`config.mk`:
```
export PLATFORM = sky130hd
export DESIGN_NAME = pom_mix
export DESIGN_NICKNAME = d
export VERILOG_FILES = /design/src/hdl/pom_pkg.sv /design/src/hdl/pom_mix.sv
export SDC_FILE = /design/constraint.sdc
export NUM_CORES = 2
export LEC_CHECK = 0
export ABC_AREA = 1
export BUFFER_PORTS_ARGS = -buffer_cell sky130_fd_sc_hd__buf_2
export CAP_MARGIN = 15
export CORE_ASPECT_RATIO = 1.4
export CORE_MARGIN = 2
export CORE_UTILIZATION = 50
export CTS_CLUSTER_DIAMETER = 50
export DETAILED_ROUTE_END_ITERATION = 10
export PLACE_DENSITY = 0.68
export SYNTH_ARGS = -nofsm -noshare
export SYNTH_HDL_FRONTEND = slang
export SYNTH_SLANG_ARGS = --single-unit
```
`constraint.sdc`:
```
create_clock -name clk -period 10.9 [get_ports clk]
set_input_delay 0.545 -clock clk [delete_from_list [all_inputs] [get_ports clk]]
set_output_delay 0.545 -clock clk [all_outputs]
set_load 0.01 [all_outputs]
```
`src/hdl/pom_pkg.sv`:
```
// Shared constants, types and the sequencer state encoding for the oscillator mixer.
package pom_pkg;

  localparam int NUM_KEYS        = 16;
  localparam int VOICES_PER_KEY  = 4;
  localparam int MAX_ACTIVE_KEYS = 8;
  localparam int PHASE_BITS      = 24;

  localparam int MASK_W   = 16;
  localparam int INDEX_W  = 4;
  localparam int FREQ_W   = 24;
  localparam int PERIOD_W = 32;
  localparam int GAIN_W   = 16;
  localparam int VC_W     = 3;
  localparam int SAMPLE_W = 19;

  localparam logic [SAMPLE_W-1:0] SAMPLE_MAX = '1;

  // Stream payload layout
  localparam int MASK_LSB  = 0;
  localparam int INDEX_LSB = MASK_LSB + MASK_W;
  localparam int FREQ_LSB  = INDEX_LSB + INDEX_W;
  localparam int S_TDATA_W = ((FREQ_LSB + FREQ_W + 7) / 8) * 8;
  localparam int M_TDATA_W = ((SAMPLE_W + 7) / 8) * 8;

  localparam int NUM_SLOTS = NUM_KEYS * VOICES_PER_KEY;
  localparam int KEY_W     = (NUM_KEYS > 1) ? $clog2(NUM_KEYS) : 1;
  localparam int SLOT_W    = (NUM_SLOTS > 1) ? $clog2(NUM_SLOTS) : 1;
  localparam int NV_W      = $clog2(VOICES_PER_KEY + 1);
  localparam int PLAY_W    = $clog2(MAX_ACTIVE_KEYS + 1);

  // Frequency is 16.8 and period 0.32, so the product carries 40 fraction bits
  localparam int PROD_W      = FREQ_W + PERIOD_W;
  localparam int PHASE_SHIFT = 40 - PHASE_BITS;

  // Voice values are 0.16 with 1.0 reachable
  localparam int VAL_W = 17;
  localparam logic [VAL_W-1:0] VOICE_ONE = VAL_W'(65536);

  localparam int ACC_W     = $clog2(VOICES_PER_KEY * 65536 + 1);
  localparam int QUO_W     = VAL_W;
  localparam int MIX_W     = $clog2(MAX_ACTIVE_KEYS * 65536 + 1);
  localparam int DIV_SHIFT = ACC_W + NV_W;
  localparam int RECIP_W   = DIV_SHIFT + 1;

  localparam logic [1:0] REG_WAVE_SELECT = 2'd0;
  localparam logic [1:0] REG_VOICE_COUNT = 2'd1;
  localparam logic [1:0] REG_OUTPUT_GAIN = 2'd2;
  localparam logic [1:0] REG_TICK_PERIOD = 2'd3;

  typedef enum logic [2:0] {
    ST_IDLE,
    ST_SCAN,
    ST_FREQ,
    ST_VOICE,
    ST_DRAIN,
    ST_AVG,
    ST_FINISH
  } seq_state_t;

  typedef struct packed {
    logic             start;
    logic             key_valid;
    logic [ACC_W-1:0] key_sum;
    logic [NV_W-1:0]  nv;
    logic             finish;
  } mix_ctl_t;

endpackage

```
`src/hdl/pom_mix.sv`:
```
// Per-key voice averaging, key mix accumulation and output gain with saturation.
module pom_mix (
  input  logic                            clk,
  input  logic                            rst,
  input  pom_pkg::mix_ctl_t               ctl,
  input  logic [pom_pkg::GAIN_W-1:0]      gain,
  output logic [pom_pkg::SAMPLE_W-1:0]    sample,
  output logic                            sample_valid
);
  import pom_pkg::*;

  localparam int NV_DEPTH = 2 ** NV_W;

  logic [RECIP_W-1:0]       recip_tab [NV_DEPTH];
  logic [ACC_W+RECIP_W-1:0] qprod;
  logic                     qvalid;
  logic [MIX_W-1:0]         mix;
  logic [MIX_W+GAIN_W-1:0]  gprod;
  logic [MIX_W-1:0]         scaled;

  // Reciprocals rounded up; exact for every sum below 2^ACC_W
  for (genvar d = 0; d < NV_DEPTH; d++) begin : g_recip
    localparam logic [63:0] RECIP =
      ((64'd1 << DIV_SHIFT) + 64'(d) - 64'd1) / ((d == 0) ? 64'd1 : 64'(d));
    assign recip_tab[d] = (d == 0) ? '0 : RECIP[RECIP_W-1:0];
  end

  always_ff @(posedge clk) begin
    if (rst) begin
      qvalid       <= 1'b0;
      sample_valid <= 1'b0;
    end else begin
      qvalid       <= ctl.key_valid;
      sample_valid <= ctl.finish;
    end
  end

  always_ff @(posedge clk) begin
    if (ctl.key_valid) begin
      qprod <= ctl.key_sum * recip_tab[ctl.nv];
    end
    if (ctl.start) begin
      mix <= '0;
    end else if (qvalid) begin
      mix <= mix + MIX_W'(qprod[DIV_SHIFT +: QUO_W]);
    end
    if (ctl.finish) begin
      gprod <= mix * gain;
    end
  end

  assign scaled = gprod[GAIN_W +: MIX_W];
  assign sample = (scaled > MIX_W'(SAMPLE_MAX)) ? SAMPLE_MAX : scaled[SAMPLE_W-1:0];

endmodule

```
==> out/qor.log <==
qor: run_status.run_status finished, final reports clean
qor: cells_and_area.design.final.nets 4174
qor: timing.final-hold-violation-count 0
qor: power.total_leakage_power 15.2 nW
qor: timing.layout_min_cycle_time 7.48 ns
qor: synth.synth_top_family_by_area adder cells
qor: clock_network.clock_tree_from_tritoncts done
qor: global_routing.wire_length_of_the_first_global_routing_pass 123000 um
qor: power.sequentialPowerShare 7.7%
qor: job.drv.max_cap_violation_count 0
qor: timing.finalClockSkew 0.0116 ns
qor: die.core_area 0.0519 mm2
qor: global_routing.antenna_found_initial 0
qor: power.max-vdd-ir-drop 0.000201 V
qor: die.core.rowCount 99
qor: cells_and_area.area_growth 4.24%
qor: synth.synth-edff-count 37
qor: synth.synth_nets 4184
qor: routing.drt_pass1_iterations 5
qor: min_path.hold-path-endpoint sample_valid
qor: synth.synth-simple-area-share 16.4%
qor: synth.synth.yosys.seq_area_share 5.93%
qor: synth.ys_warn_count 0
qor: routing.drtAntennaViolNets 0
qor: timing.maxClockFrequency 0.134 GHz
qor: critical_path.start_kind input port
qor: routing.detail_route.wirelength 78500 um
qor: clock_network.number_of_sinks_driven_by_the_clock_tree 59
qor: cells_and_area.share_of_post_route_cells_with_drive_strength_above_1 3.61%
qor: routing.route.detailed.vias_per_inst 5.22
qor: die.initial_utilization 50.4%
qor: global_routing.met2_demand_to_capacity_share_in_global_routing 57.5%
qor: power.power_frac_comb 88.1%
qor: power.finalPower 6.74 mW
qor: global_routing.busiest_layer met2
qor: synth.area_share_of_fa_ha_maj_cells_after_synthesis 55.4%
qor: power.power_per_cell_area 247 mW/mm2
qor: synth.synth.distinct_cells 44
qor: global_routing.via_count_of_the_first_global_routing_pass 22600
qor: timing.setup_viol_count_final 0
qor: min_path.hp-start rst
qor: routing.remaining_drc_errors 0
qor: place.port_buffers 62
qor: synth.async_reset_ff_share 0%
qor: clock_network.cts_made_buffers 9
qor: timing.timing.setup.tns 0 ns
qor: synth.share_of_the_synthesized_netlist_area_taken_by_xor_and_xnor_gates 1.24%
qor: clock_network.postCtsSetupRepairBufs 0
qor: routing.wl_per_cell 19.7 um
qor: critical_path.crit_path_max_fanout 21
qor: timing.min_period_over_period 68.6%
qor: critical_path.critical_path_required 11.03 ns
qor: synth.synth_seq_cells 59
qor: global_routing.overall_track_demand_over_capacity_in_global_routing 30.3%
qor: synth.cell_area_after_technology_mapping 0.0262 mm2
qor: critical_path.criticalPathCategory in -> reg
qor: critical_path.timing.critical_path.to_type register
qor: min_path.hold_class in -> reg
qor: die.die_x 197 um
qor: clock_network.clk_path_buf_depth 2
qor: synth.netlist_instances 3329
qor: global_routing.grt_start_max_net_pins 35
qor: global_routing.gr-usage-met3 3.00%
qor: critical_path.minimum_setup_slack_among_reg_to_reg_paths 4.37 ns
qor: power.netSwitchingFraction 60.5%
qor: die.die_y 275 um
qor: timing.timing.hold.ws 0.452 ns
qor: clock_network.cts_resized 0
qor: power.clock_power_share 4.1%
qor: clock_network.clock_insertion_delay_worst_skew 0.37 ns
qor: critical_path.timing.reg2reg.worst_path_depth 20
qor: clock_network.clk_root_buffer_cell sky130_fd_sc_hd__clkbuf_16
qor: die.area_of_the_die 0.0542 mm2
qor: critical_path.crit_arrival 7.61 ns
qor: routing.vias 20800
qor: global_routing.grt_overflow 0
qor: place.gp_congestion 1.05
qor: critical_path.rr_endpoint gprod[28]
qor: power.p_int 2.67 mW
qor: critical_path.timing.rr.start mix[7]
qor: clock_network.cts_hold_repair.buffers 0
qor: timing.timing.final.max_slew_violations 0
qor: routing.detail_route.iter0.violations 927
qor: cells_and_area.num_antenna_cells 0
qor: min_path.whs_path_depth 2
qor: synth.syn_avg_cell_area 7.86 um2
qor: synth.muxShareOfSynthArea 0%
qor: timing.unrepaired_setup_endpoints_after_global_routing no
qor: die.ioPinCount 63
qor: clock_network.cts.clk_slew.worst_paths 0.06 ns
qor: synth.ys.flop_type sky130_fd_sc_hd__edfxtp_1
qor: timing.tightestPinTransition 1.10 ns
qor: place.place_hpwl 67900 um
qor: global_routing.met1_track_demand_over_resource 30.7%
qor: clock_network.cts_max_level 3
qor: power.p_sw 4.07 mW
qor: timing.timing.max_slew.rel_slack 26.4%
qor: synth.synth-compound-area-share 4.77%
through the flow:
step                      setup WS (ns)  util [%]  cells  instance area (um2)
after detailed placement           3.12      52.0   3964                27000
final                              3.42      52.5   3980                27300
after global routing               3.06      52.5   3980                27300
after CTS                          3.50      52.5   3980                27300
after global placement             3.16      52.0   3964                27000
after floorplan                    4.75         -   3329                26200
cell usage after synthesis, types with 2 or more instances:
| cell | count | share of area, % |
|---|---|---|
| sky130_fd_sc_hd__fa_1 | 576 | 44 |
| sky130_fd_sc_hd__nand2_1 | 712 | 10 |
| sky130_fd_sc_hd__edfxtp_1 | 37 | 4.2 |
| sky130_fd_sc_hd__buf_4 | 2 | 0.057 |
| sky130_fd_sc_hd__inv_1 | 1031 | 15 |
| sky130_fd_sc_hd__o21ai_0 | 69 | 1.3 |
| sky130_fd_sc_hd__ha_1 | 236 | 11 |
| sky130_fd_sc_hd__a211oi_1 | 2 | 0.057 |
| sky130_fd_sc_hd__o21a_1 | 3 | 0.086 |
| sky130_fd_sc_hd__a31oi_1 | 21 | 0.50 |
| sky130_fd_sc_hd__nand3_1 | 51 | 0.98 |
| sky130_fd_sc_hd__o21ai_2 | 3 | 0.10 |
| sky130_fd_sc_hd__nor2_1 | 250 | 3.6 |
| sky130_fd_sc_hd__nand4_1 | 8 | 0.19 |
| sky130_fd_sc_hd__nand3_4 | 2 | 0.13 |
| sky130_fd_sc_hd__a21o_1 | 16 | 0.46 |
| sky130_fd_sc_hd__nor4_1 | 9 | 0.22 |
| sky130_fd_sc_hd__o211ai_1 | 3 | 0.086 |
| sky130_fd_sc_hd__nand3b_1 | 4 | 0.11 |
| sky130_fd_sc_hd__buf_2 | 4 | 0.077 |
| sky130_fd_sc_hd__or2_2 | 20 | 0.48 |
| sky130_fd_sc_hd__xnor2_1 | 10 | 0.33 |
| sky130_fd_sc_hd__buf_1 | 2 | 0.029 |
| sky130_fd_sc_hd__clkbuf_1 | 82 | 1.2 |
| sky130_fd_sc_hd__nand2_4 | 2 | 0.086 |
| sky130_fd_sc_hd__xor2_1 | 27 | 0.90 |
| sky130_fd_sc_hd__o221ai_1 | 3 | 0.10 |
| sky130_fd_sc_hd__clkinv_1 | 2 | 0.029 |
| sky130_fd_sc_hd__dfxtp_1 | 22 | 1.7 |
| sky130_fd_sc_hd__a21oi_1 | 85 | 1.6 |
| sky130_fd_sc_hd__a21boi_0 | 4 | 0.11 |
| sky130_fd_sc_hd__o21bai_1 | 7 | 0.20 |
| sky130_fd_sc_hd__nor3_1 | 13 | 0.25 |
kinds of logic (layout without fill, tap and decap cells):
family                   count (synthesis)  in the layout
AO/OA/AOI/OAI                          219            219
AND/OR/NAND/NOR                       1076           1076
buffers and inverters                 1126           1121
XOR/XNOR                                37             37
flip-flops                              59             59
adder cells (fa/ha/maj)                812            812
registers in the layout (all words and copies together) (netlist names):
register      count
sample_valid      1
qvalid            1
gprod            20
qprod            17
mix              20
final cells by class:
class                           instances  area (um2)
Fill cell                            5120       24600
Multi-Input combinational cell       2144       20400
Inverter                             1034        3880
Sequential cell                        59        1550
Tap cell                              656         821
Timing Repair Buffer                   71         378
Clock buffer                            9         225
Clock inverter                          7        51.3
worst max path at each step:
stage | startpoint | to | slack, ns | cells after the start
3_3_place_gp | ctl[3] | qprod[38] | 3.16 | 25
4_1_cts | ctl[3] | qprod[34] | 3.50 | 25
2_1_floorplan | ctl[1] | qprod[32] | 4.75 | 25
6_report | ctl[3] | qprod[34] | 3.42 | 25
3_5_place_dp | ctl[3] | qprod[34] | 3.12 | 25
5_1_grt | ctl[3] | qprod[32] | 3.06 | 25
cells in the final DEF, fill, tap and decap left out, types with 10 or more instances in the layout:
master / instances
sky130_fd_sc_hd__inv_1: 1031
sky130_fd_sc_hd__nand2_1: 712
sky130_fd_sc_hd__fa_1: 576
sky130_fd_sc_hd__nor2_1: 250
sky130_fd_sc_hd__ha_1: 236
sky130_fd_sc_hd__a21oi_1: 85
sky130_fd_sc_hd__o21ai_0: 69
sky130_fd_sc_hd__buf_2: 62
sky130_fd_sc_hd__nand3_1: 51
sky130_fd_sc_hd__edfxtp_1: 37
sky130_fd_sc_hd__xor2_1: 27
sky130_fd_sc_hd__dfxtp_1: 22
sky130_fd_sc_hd__a31oi_1: 21
sky130_fd_sc_hd__or2_2: 20
sky130_fd_sc_hd__a21o_1: 16
sky130_fd_sc_hd__nor3_1: 13
sky130_fd_sc_hd__xnor2_1: 10
worst max-delay path, stage by stage:
cell	delay, ns
sky130_fd_sc_hd__buf_2	0.42
sky130_fd_sc_hd__inv_2	0.26
sky130_fd_sc_hd__o21ai_2	0.88
sky130_fd_sc_hd__inv_1	0.46
sky130_fd_sc_hd__nor2_1	0.25
sky130_fd_sc_hd__fa_1	0.44
sky130_fd_sc_hd__inv_1	0.08
sky130_fd_sc_hd__fa_1	0.44
sky130_fd_sc_hd__fa_1	0.52
sky130_fd_sc_hd__inv_1	0.07
sky130_fd_sc_hd__fa_1	0.50
sky130_fd_sc_hd__fa_1	0.56
sky130_fd_sc_hd__inv_1	0.06
sky130_fd_sc_hd__fa_1	0.37
sky130_fd_sc_hd__inv_1	0.07
sky130_fd_sc_hd__ha_1	0.34
sky130_fd_sc_hd__a21o_1	0.26
sky130_fd_sc_hd__a31oi_1	0.37
sky130_fd_sc_hd__o21ai_0	0.15
sky130_fd_sc_hd__a21oi_1	0.14
sky130_fd_sc_hd__nand2_1	0.13
sky130_fd_sc_hd__nand2_1	0.10
sky130_fd_sc_hd__nand2_1	0.06
sky130_fd_sc_hd__nand2_1	0.06
sky130_fd_sc_hd__nand2_1	0.04
power by group through the flow:
stage	registers, mW	logic (mW)	clock network, mW
2_1_floorplan	0.468	4.19	0
3_3_place_gp	0.525	5.85	0
3_5_place_dp	0.526	5.90	0
4_1_cts	0.522	5.93	0.281
5_1_grt	0.529	6.70	0.288
6_report	0.522	5.94	0.278
routing by layer:
layer | wire, um | vias up | share of wire (%)
li1 | - | 9536 | -
met1 | 26900 | 10200 | 34
met2 | 41700 | 721 | 53
met3 | 3430 | 300 | 4.4
met4 | 6530 | 0 | 8.3
met5 | 0 | - | 0
(Power assumes the default switching activity.)
